`src/hdl/tarpd_pkg.sv`:
```
// ---------------------------------------------------------------------------
// tarpd_pkg: shared types and constants of the two-axis reference controller
// Register indexes, the sequencer state type and the datapath command struct.
// ---------------------------------------------------------------------------
`default_nettype none

package tarpd_pkg;

    localparam int unsigned NumRegs = 7;
    localparam int unsigned RegWidth = 24;
    localparam int unsigned CfgIdxWidth = 3;

    localparam logic [CfgIdxWidth-1:0] RegTiltW = 3'd0;
    localparam logic [CfgIdxWidth-1:0] RegElevW = 3'd1;
    localparam logic [CfgIdxWidth-1:0] RegRefXi = 3'd2;
    localparam logic [CfgIdxWidth-1:0] RegInvJ = 3'd3;
    localparam logic [CfgIdxWidth-1:0] RegMass = 3'd4;
    localparam logic [CfgIdxWidth-1:0] RegLoopW = 3'd5;
    localparam logic [CfgIdxWidth-1:0] RegLoopXi = 3'd6;

    localparam logic [RegWidth-1:0] RegReset [NumRegs] = '{
        24'd228764, 24'd137258, 24'd65536, 24'd131072,
        24'd327680, 24'd686291, 24'd65536
    };

    localparam int unsigned DtShift = 9;
    localparam logic signed [33:0] ThrustOffset = 34'sd2621440;

    // One step of the sequencer. Apart from idle, load and done, each names one
    // multiplication performed by the shared multiplier in the datapath.
    typedef enum logic [4:0] {
        ST_IDLE,
        ST_LOAD,     // restart load and dt integration of both axes
        ST_T_DAMP,   // tw*xi
        ST_T_STIFF,  // tw*tw
        ST_T_A1,     // tdamp*rate
        ST_T_A2,     // tstiff*err
        ST_E_DAMP,
        ST_E_STIFF,
        ST_E_A1,
        ST_E_A2,
        ST_KD,       // lxi*lw
        ST_KP,       // lw*lw
        ST_P_FF,     // invj*tacc
        ST_P_D1,     // kd*e_td
        ST_P_D2,     // invj*that
        ST_P_P1,     // kp*e_t
        ST_P_P2,
        ST_H_FF,     // mass*eacc
        ST_H_D1,
        ST_H_D2,
        ST_H_P1,
        ST_H_P2,
        ST_DONE
    } state_t;

    typedef struct packed {
        logic   capture;
        state_t op;
    } cmd_t;

    function automatic logic signed [31:0] sat32(input logic signed [35:0] v);
        if (v > 36'sd2147483647) begin
            return 32'sh7fffffff;
        end else if (v < -36'sd2147483648) begin
            return 32'sh80000000;
        end else begin
            return v[31:0];
        end
    endfunction

endpackage

`default_nettype wire

```
`src/hdl/tarpd_ctrl.sv`:
```
// ---------------------------------------------------------------------------
// tarpd_ctrl: sequencer of the two-axis reference controller
// Steps the datapath through its multiplications one per cycle.
// ---------------------------------------------------------------------------
`default_nettype none

module tarpd_ctrl (
    input  wire logic            aclk,
    input  wire logic            aresetn,
    input  wire logic            in_fire,
    input  wire logic            out_free,
    output tarpd_pkg::cmd_t      cmd,
    output logic                 busy,
    output logic                 result_done
);

    tarpd_pkg::state_t state_reg, state_next;

    always_ff @(posedge aclk) begin
        if (!aresetn) begin
            state_reg <= tarpd_pkg::ST_IDLE;
        end else begin
            state_reg <= state_next;
        end
    end

    always_comb begin
        state_next = state_reg;
        cmd.capture = 1'b0;
        cmd.op = state_reg;
        result_done = 1'b0;
        busy = (state_reg != tarpd_pkg::ST_IDLE);
        case (state_reg)
            tarpd_pkg::ST_IDLE: begin
                if (in_fire) begin
                    cmd.capture = 1'b1;
                    state_next = tarpd_pkg::ST_LOAD;
                end
            end
            tarpd_pkg::ST_DONE: begin
                // The sum is written into the output register when it is free.
                if (out_free) begin
                    result_done = 1'b1;
                    state_next = tarpd_pkg::ST_IDLE;
                end
            end
            default: begin
                state_next = tarpd_pkg::state_t'(state_reg + 5'd1);
            end
        endcase
    end

endmodule

`default_nettype wire

```
`config.mk`:
```
export PLATFORM = sky130hd
export DESIGN_NAME = tarpd_ctrl
export DESIGN_NICKNAME = d
export VERILOG_FILES = /design/src/hdl/tarpd_pkg.sv /design/src/hdl/tarpd_ctrl.sv
export SDC_FILE = /design/constraint.sdc
export NUM_CORES = 1
export LEC_CHECK = 0
export BUFFER_PORTS_ARGS = -buffer_cell sky130_fd_sc_hd__clkbuf_2
export CAP_MARGIN = 25
export CORE_AREA = 2 2 39 41
export CTS_BUF_LIST = sky130_fd_sc_hd__clkbuf_16
export DETAILED_ROUTE_END_ITERATION = 12
export DIE_AREA = 0 0 41 43
export SLEW_MARGIN = 30
export SYNTH_ARGS = -nofsm -noshare
export SYNTH_HDL_FRONTEND = slang
export SYNTH_SLANG_ARGS = --single-unit
```
`constraint.sdc`:
```
create_clock -name aclk -period 1.76 [get_ports aclk]
set_input_delay 0.088 -clock aclk [delete_from_list [all_inputs] [get_ports aclk]]
set_output_delay 0.088 -clock aclk [all_outputs]
set_load 0.005 [all_outputs]
```
==> results.ini, run 1 <==
[synthesis]
synth_top_cell_area_share_pct=25.4
syn_avg_cell_area_sq_um=9.85
ys_seq_area_share_pct=25.4
yosysWarnings=0
synth_flop_cell=dfxtp_1
synthTopCellsByArea=dfxtp_1 25%, ha_1 9.5%, nor4b_4 6.0%
synth_area_sq_um=394
async_reset_ff_share_pct=0
ys_types=26
syn_nets=47
synth-seq-cells=5
synth_top_area_cell=dfxtp_1
postSynthCellCount=40
synth-edff-count=0

[critical_path]
startpoint_type=register
rr_startpoint=state_reg[0]$_SDFFE_PN0P_
startpoint=state_reg[0]$_SDFFE_PN0P_
crit_fanout=6
path_class=register to output pin
required_ns=1.67
critical_path_arrival_ns=1.49
end_kind=output pin

[sta]
maxSlewHeadroom_pct=75.4
finalSetupViolCount=0
tightest_slew_ns=0.369
timing.final.crit_share_pct=89.6
min_period_ns=1.58
finalMaxSlewViolations=0
setup_tns_ns=0
fmax_ghz=0.634
rsz0062_at_grt=false
clock_skew_ns=0.00123
hold_viol=0

[detailed_routing]
routed_wirelength_microns=839
drt_iter0_drc=5
dr.pass1.iters=2
routedWlPerCell_microns=12.0
via_per_inst=4.91
vias=344
drtAntennaViolNets=0
drc=0

[cts]
cts-buffers-inserted=3
cts_tree=yes
cts_resized=0
clockRootBuffer=clkbuf_16
ctsHoldBuffers=0
post_cts_buffers=0
clock_latency_ns=0.22
clkTransAtPathRegs_ns=0.03
ctsHtreeMaxLevel=1
clkSinkCount=5
clockBufferDepth=2

[floorplanning]
initial_core_util_pct=28.5
die_h_microns=43
die_x_microns=41
dieArea_sq_um=1760
core-area_sq_um=1380
rows=14
num_io_pins=12

[final_layout]
syn_to_final_growth_pct=36.2
layout_commonest_cell=clkbuf_2
fin_nets=62
final_layout_size_suffix_gt1_share_pct=40.7
final_cell_mix=11 x clkbuf_2, 6 x inv_1, 5 x dfxtp_1, 3 x ha_1, 3 x clkbuf_16
num_antenna_cells=0
largest_reg_flops=5
nFillCells=144

[pwr]
leakage_nw=0.255
power_mw=0.794
ir_drop_v=0.000616
p_per_area_nw_per_um2=1480

[grt]
grt_pass1_wl_mm=1.30
grt_overflow=0
grt_max_degree=10
antenna_found_initial=0
grt_usage_pct=11.4
first_global_vias=323

[hold_path]
min_from=aresetn
hp-class=primary input to register

[outcome]
status=complete, no violations

[placed_design]
dp_hpwl_microns=643
portBuffers=11
place.gp.congestion=0.743

[run]
max-cap-violations=0

[Yosys cell counts (2+ instances only)]
cell	n
o21ai_0	2
ha_1	3
nor2_1	2
inv_1	5
nand4b_1	2
nand3_1	2
dfxtp_1	5
[where the power goes]
group,total (mW),leakage (nW),internal [mW],switching [mW]
combinational,0.266,0.172,0.130,0.137
sequential,0.166,0.0407,0.134,0.0312
clock,0.362,0.0423,0.294,0.0687
[metal layers]
metal | GRT usage [%] | vias up | wire length (microns) | part of all wire [%]
li1 | - | 175 | - | -
met1 | 12.5 | 158 | 369 | 44
met2 | 16.9 | 9 | 394 | 47
met3 | 6.28 | 2 | 63 | 7.5
met4 | 6.00 | 0 | 10 | 1.2
met5 | 0 | - | 0 | 0
[critical path, stage by stage, from the launching register on]
cell and delay (ns):
dfxtp_1 0.42, inv_1 0.12, ha_1 0.24, and4b_4 0.20, and2_2 0.18, clkbuf_2 0.10
[worst paths after layout]
path	endpoint	cells past startpoint	slack [ns]
setup reg to reg	state_reg[0]$_SDFFE_PN0P_	6	0.32
hold / removal	state_reg[4]$_SDFFE_PN0P_	2	0.21
hold reg to reg	state_reg[1]$_SDFFE_PN0P_	2	0.58
setup / recovery	result_done	5	0.18
[stage by stage]
| step | utilization [%] | hold slack, ns | instance area, sq um | worst slack [ns] | cells |
|---|---|---|---|---|---|
| 2_1_floorplan | - | 0.236 | 394 | 0.483 | 40 |
| 3_3_place_gp | 33.1 | 0.441 | 458 | 0.389 | 66 |
| 3_5_place_dp | 33.1 | 0.439 | 458 | 0.347 | 66 |
| 4_1_cts | 38.8 | 0.203 | 537 | 0.188 | 70 |
| 5_1_grt | 38.8 | 0.227 | 537 | 0.125 | 70 |
| 6_report | 38.8 | 0.211 | 537 | 0.182 | 70 |
[final cells by class]
cell class	instances	area (sq um)	share of cell area [%]
flip-flops and latches	5	100	18.6
inverters	6	22.5	4.20
well taps	16	20.0	3.73
multi-input cells	28	260	48.5
repair buffers	11	55.1	10.3
clock inverters	1	3.75	0.699
clock buffers	3	75.1	14.0
[kinds of logic after synthesis]
kind of cell / count (synthesis) / share of synthesized area (%)
fa+ha+maj: 3 / 9.52
buf+inv: 7 / 8.57
xor+xnor: 2 / 4.45
flops: 5 / 25.4
compound gates: 8 / 18.1
simple gates: 15 / 34.0
Note: power is estimated with default switching activity, not from simulation.
==> inputs of run 2 (changes only) <==
- PLACE_DENSITY: default -> 0.58
- clock period: 1.76 -> 1.65 ns (I/O delays scaled with it)
==> results.ini, run 2 (same netlist as run 1, synthesis figures left out) <==
[outcome]
status=complete, no violations  ; unchanged

[cts]
cts-buffers-inserted=3  ; unchanged
clock_latency_ns=0.23  ; was 0.22 ns
post_cts_buffers=0  ; unchanged
cts_resized=0  ; unchanged
clockBufferDepth=2  ; unchanged
ctsHtreeMaxLevel=1  ; unchanged
ctsHoldBuffers=0  ; unchanged
cts_tree=yes  ; unchanged
clkTransAtPathRegs_ns=0.03  ; about the same
clockRootBuffer=clkbuf_16  ; unchanged
clkSinkCount=5  ; unchanged

[grt]
antenna_found_initial=0  ; unchanged
grt_usage_pct=12.0  ; was 11.4%
grt_max_degree=10  ; unchanged
grt_overflow=0  ; unchanged
grt_pass1_wl_mm=1.37  ; was 1.30 mm
first_global_vias=321  ; was 323

[hold_path]
min_from=aresetn  ; unchanged
min_to=state_reg[4]$_SDFFE_PN0P_  ; unchanged
hp-class=primary input to register  ; unchanged
hold_path_depth=2  ; unchanged

[sta]
hold_viol=0  ; unchanged
min_period_ns=1.57
fmax_ghz=0.637
finalSetupViolCount=0  ; unchanged
setup_tns_ns=0  ; unchanged
finalMaxSlewViolations=0  ; unchanged
rsz0062_at_grt=false  ; unchanged
clock_skew_ns=0.00118  ; was 0.00123 ns
maxSlewHeadroom_pct=74.0  ; was 75.4%
timing.final.crit_share_pct=95.1
tightest_slew_ns=0.390  ; was 0.369 ns

[final_layout]
final_cell_mix=11 x clkbuf_2, 6 x inv_1, 5 x dfxtp_1, 3 x ha_1, 3 x clkbuf_16  ; unchanged
stdcell_count=70  ; unchanged
largest_reg_flops=5  ; unchanged
num_antenna_cells=0  ; unchanged
layout_commonest_cell=clkbuf_2  ; unchanged
fin_nets=62  ; unchanged
syn_to_final_growth_pct=36.2  ; unchanged
final_layout_size_suffix_gt1_share_pct=40.7  ; unchanged

[floorplanning]
die_h_microns=43  ; unchanged
num_io_pins=12  ; unchanged
die_x_microns=41  ; unchanged
core-area_sq_um=1380  ; unchanged
rows=14  ; unchanged
dieArea_sq_um=1760  ; unchanged
initial_core_util_pct=28.5  ; unchanged

[placed_design]
dp_hpwl_microns=640  ; was 643 microns
dp_cells=66  ; unchanged
portBuffers=11  ; unchanged
place.gp.congestion=0.727  ; was 0.743

[detailed_routing]
dr.pass1.iters=3  ; was 2
drt_iter0_drc=2  ; was 5
drtAntennaViolNets=0  ; unchanged
routed_wirelength_microns=868  ; was 839 microns
routedWlPerCell_microns=12.4  ; was 12.0 microns
vias=343  ; was 344
via_per_inst=4.90  ; was 4.91
drc=0  ; unchanged

[critical_path]
required_ns=1.57  ; was 1.67 ns
crit_fanout=6  ; unchanged
cpPeakStageDelay_ns=0.41  ; was 0.42 ns
startpoint_type=register  ; unchanged
r2r-end=state_reg[2]$_SDFFE_PN0P_  ; was state_reg[0]$_SDFFE_PN0P_
cp_cell_sequence=inv_1 > ha_1 > and4b_4 > and2_2 > clkbuf_2  ; unchanged
rr_startpoint=state_reg[0]$_SDFFE_PN0P_  ; unchanged
end_kind=output pin  ; unchanged
cpMaxStageDelayCell=dfxtp_1  ; unchanged
reg2reg_slack_ns=0.26  ; was 0.32 ns
critical_path_arrival_ns=1.49  ; about the same
reg2reg_depth=5  ; was 6
path_class=register to output pin  ; unchanged
critPathBufInv=2  ; unchanged
cpLargestDelayFamily=flip-flops  ; unchanged

[pwr]
ir_drop_v=0.000675  ; was 0.000616 V
p_per_area_nw_per_um2=1590  ; was 1480 nW/um^2
power_mw=0.853  ; was 0.794 mW
leakage_nw=0.255  ; unchanged

[run]
max-cap-violations=0  ; unchanged

## run 2: cell counts in the layout (fill, tap and decap cells not counted)
No cell type changed its count.
## run 2: metrics by stage
step           cell area (sq um)  worst slack (ns)  hold WS, ns  utilization (%)
2_1_floorplan                394             0.373        0.231                -
3_3_place_gp                 458             0.303        0.429             33.1
3_5_place_dp                 458             0.266        0.427             33.1
4_1_cts                      537            0.0856        0.196             38.8
5_1_grt                      537            0.0192        0.214             38.8
6_report                     537            0.0802        0.190             38.8
## run 2: how the worst max path moves through the flow
| stage | startpoint | end | depth (start not counted) |
|---|---|---|---|
| floorplan | state_reg[0]$_SDFFE_PN0P_ | state_reg[0]$_SDFFE_PN0P_ | 6 |
| detailed placement | state_reg[0]$_SDFFE_PN0P_ | state_reg[0]$_SDFFE_PN0P_ | 6 |
| global placement | state_reg[0]$_SDFFE_PN0P_ | state_reg[0]$_SDFFE_PN0P_ | 6 |
| finish | state_reg[0]$_SDFFE_PN0P_ | result_done | 5 |
| global route | state_reg[0]$_SDFFE_PN0P_ | result_done | 5 |
| CTS | state_reg[0]$_SDFFE_PN0P_ | result_done | 5 |
## run 2: layout make-up
class	instances	area (sq um)
clock buffers	3	75.1
fillers	150	847
inverters	6	22.5
clock inverters	1	3.75
multi-input cells	28	260
flip-flops and latches	5	100
well taps	16	20.0
repair buffers	11	55.1
## run 2: routing by layer
metal / vias up / GRT usage (%) / share of wire (%)
li1: 170 / - / -
met1: 160 / 15.1 / 45
met2: 11 / 16.3 / 47
met3: 2 / 4.71 / 5.0
met4: 0 / 8.00 / 2.5
met5: - / 0 / 0
## run 2: power breakdown
group	internal [mW]	total (mW)	switching (mW)
clock	0.314	0.394	0.0796
sequential	0.143	0.176	0.0328
combinational	0.139	0.283	0.144
==> inputs of run 3 (changes only) <==
- BUFFER_PORTS_ARGS: -buffer_cell sky130_fd_sc_hd__clkbuf_2 -> default
- CAP_MARGIN: 25 -> 20
- DONT_BUFFER_PORTS: default -> 1
- PLACE_DENSITY: 0.58 -> 0.5
==> results.ini, run 3 (same netlist as run 1, synthesis figures left out) <==
[cts]
clockRootBuffer=clkbuf_16  ; unchanged
clkTransAtPathRegs_ns=0.03  ; about the same
clkSinkCount=5  ; unchanged
clockBufferDepth=2  ; unchanged
cts_tree=yes  ; unchanged
ctsHoldBuffers=0  ; unchanged
clock_latency_ns=0.23  ; about the same
cts-buffers-inserted=3  ; unchanged
cts_resized=0  ; unchanged
ctsHtreeMaxLevel=1  ; unchanged
post_cts_buffers=0  ; unchanged

[floorplanning]
die_x_microns=41  ; unchanged
die_h_microns=43  ; unchanged
core-area_sq_um=1380  ; unchanged
num_io_pins=12  ; unchanged
rows=14  ; unchanged
initial_core_util_pct=28.5  ; unchanged
dieArea_sq_um=1760  ; unchanged

[sta]
rsz0062_at_grt=false  ; unchanged
setup_tns_ns=0  ; unchanged
finalSetupViolCount=0  ; unchanged
clock_skew_ns=0.00157  ; was 0.00118 ns
tightest_slew_ns=0.413  ; was 0.390 ns
finalMaxSlewViolations=0  ; unchanged
min_period_ns=1.49  ; was 1.57 ns
hold_viol=0  ; unchanged
maxSlewHeadroom_pct=72.4  ; was 74.0%
timing.final.crit_share_pct=90.4  ; was 95.1%
fmax_ghz=0.670  ; was 0.637 GHz

[pwr]
power_mw=0.799  ; was 0.853 mW
leakage_nw=0.207  ; was 0.255 nW
p_per_area_nw_per_um2=1660  ; was 1590 nW/um^2
switching_share_pct=29.4  ; was 30.1%
p_clk_share_pct=49.2  ; was 46.1%
p_switching_mw=0.235  ; was 0.257 mW
p_int_mw=0.565  ; was 0.596 mW
comb_power_share_pct=28.5  ; was 33.2%
power_frac_seq_pct=22.4  ; was 20.6%
ir_drop_v=0.000394  ; was 0.000675 V

[final_layout]
num_antenna_cells=0  ; unchanged
syn_to_final_growth_pct=22.2  ; was 36.2%
largest_reg_flops=5  ; unchanged
layout_commonest_cell=inv_1  ; was clkbuf_2
final_layout_size_suffix_gt1_share_pct=25.6  ; was 40.7%
fin_nets=51  ; was 62
final_cell_area_sq_um=482  ; was 537 sq um
final_cell_mix=6 x inv_1, 5 x dfxtp_1, 3 x ha_1, 3 x clkbuf_16  ; was 11 x clkbuf_2, 6 x inv_1, 5 x dfxtp_1, 3 x ha_1, 3 x clkbuf_16
stdcell_count=59  ; was 70
utilization_pct=34.8  ; was 38.8%

[critical_path]
cp_cell_sequence=inv_1 > ha_1 > and4b_4 > and2_2  ; was inv_1 > ha_1 > and4b_4 > and2_2 > clkbuf_2
cpPeakStageDelay_ns=0.42  ; was 0.41 ns
crit_fanout=6  ; unchanged
cpLargestDelayFamily=flip-flops  ; unchanged
startpoint=state_reg[0]$_SDFFE_PN0P_  ; unchanged
path_class=register to output pin  ; unchanged
required_ns=1.57  ; about the same
rr_startpoint=state_reg[0]$_SDFFE_PN0P_  ; unchanged
cpMaxStageDelayCell=dfxtp_1  ; unchanged
startpoint_type=register  ; unchanged
critical_path_arrival_ns=1.41  ; was 1.49 ns
end_kind=output pin  ; unchanged
critPathBufInv=1  ; was 2

[detailed_routing]
dr.pass1.iters=4  ; was 3
vias=299  ; was 343
routedWlPerCell_microns=13.5  ; was 12.4 microns
via_per_inst=5.07  ; was 4.90
drt_iter0_drc=12  ; was 2
drc=0  ; unchanged
drtAntennaViolNets=0  ; unchanged
routed_wirelength_microns=794  ; was 868 microns

[grt]
first_global_vias=305  ; was 321
antenna_found_initial=0  ; unchanged
grt_max_degree=10  ; unchanged
grt_pass1_wl_mm=1.34  ; was 1.37 mm
grt_overflow=0  ; unchanged
grt_usage_pct=12.0  ; unchanged

[outcome]
status=complete, no violations  ; unchanged

[placed_design]
place.gp.congestion=0.749  ; was 0.727
dp_hpwl_microns=617  ; was 640 microns
dp_cells=55  ; was 66
portBuffers=0  ; was 11
post_dp_cell_area_sq_um=403  ; was 458 sq um

[hold_path]
hp-class=primary input to register  ; unchanged
min_from=aresetn  ; unchanged

[run]
max-cap-violations=0  ; unchanged

## run 3: cell count changes in the layout (fill, tap and decap cells not counted), sizes merged
cell,before,now
clkbuf,14,3
## run 3: layer usage
| layer | share of wire (%) | wire [microns] | GRT usage, % |
|---|---|---|---|
| met1 | 43 | 339 | 13.8 |
| met5 | 0 | 0 | 0 |
| met3 | 10 | 80 | 6.28 |
| met2 | 44 | 352 | 15.6 |
| met4 | 2.6 | 21 | 10.0 |
## run 3: through the flow
step	setup slack, ns	hold WS, ns
final	0.158	0.00852
after global routing	0.0782	0.0180
after CTS	0.151	0.00926
after detailed placement	0.256	0.242
after global placement	0.264	0.238
after floorplan	0.373	0.231
## run 3: final cells by class
class / instances / area, sq um
clock inverters: 1 / 3.75
multi-input cells: 28 / 260
well taps: 16 / 20.0
fillers: 144 / 902
inverters: 6 / 22.5
flip-flops and latches: 5 / 100
clock buffers: 3 / 75.1
## run 3: worst paths after layout
kind,endpoint,slack [ns],cells past startpoint
max,result_done,0.16,4
min,state_reg[0]$_SDFFE_PN0P_,0.009,2
min reg2reg,state_reg[0]$_SDFFE_PN0P_,0.58,2
max reg2reg,state_reg[2]$_SDFFE_PN0P_,0.26,5
## run 3: power groups by stage
| stage | logic, mW | clock network (mW) | registers (mW) |
|---|---|---|---|
| final | 0.228 | 0.393 | 0.179 |
| after global routing | 0.258 | 0.402 | 0.185 |
| after CTS | 0.233 | 0.396 | 0.179 |
| after detailed placement | 0.230 | 0 | 0.181 |
| after global placement | 0.230 | 0 | 0.181 |
| after floorplan | 0.204 | 0 | 0.171 |
## run 3: worst reg2reg max path: cells and delay by family, from the launching register on
kind	cells	cell delay (ns)
simple gates	2	0.38
flops	1	0.42
compound gates	1	0.16
fa+ha+maj	1	0.25
buf+inv	1	0.11
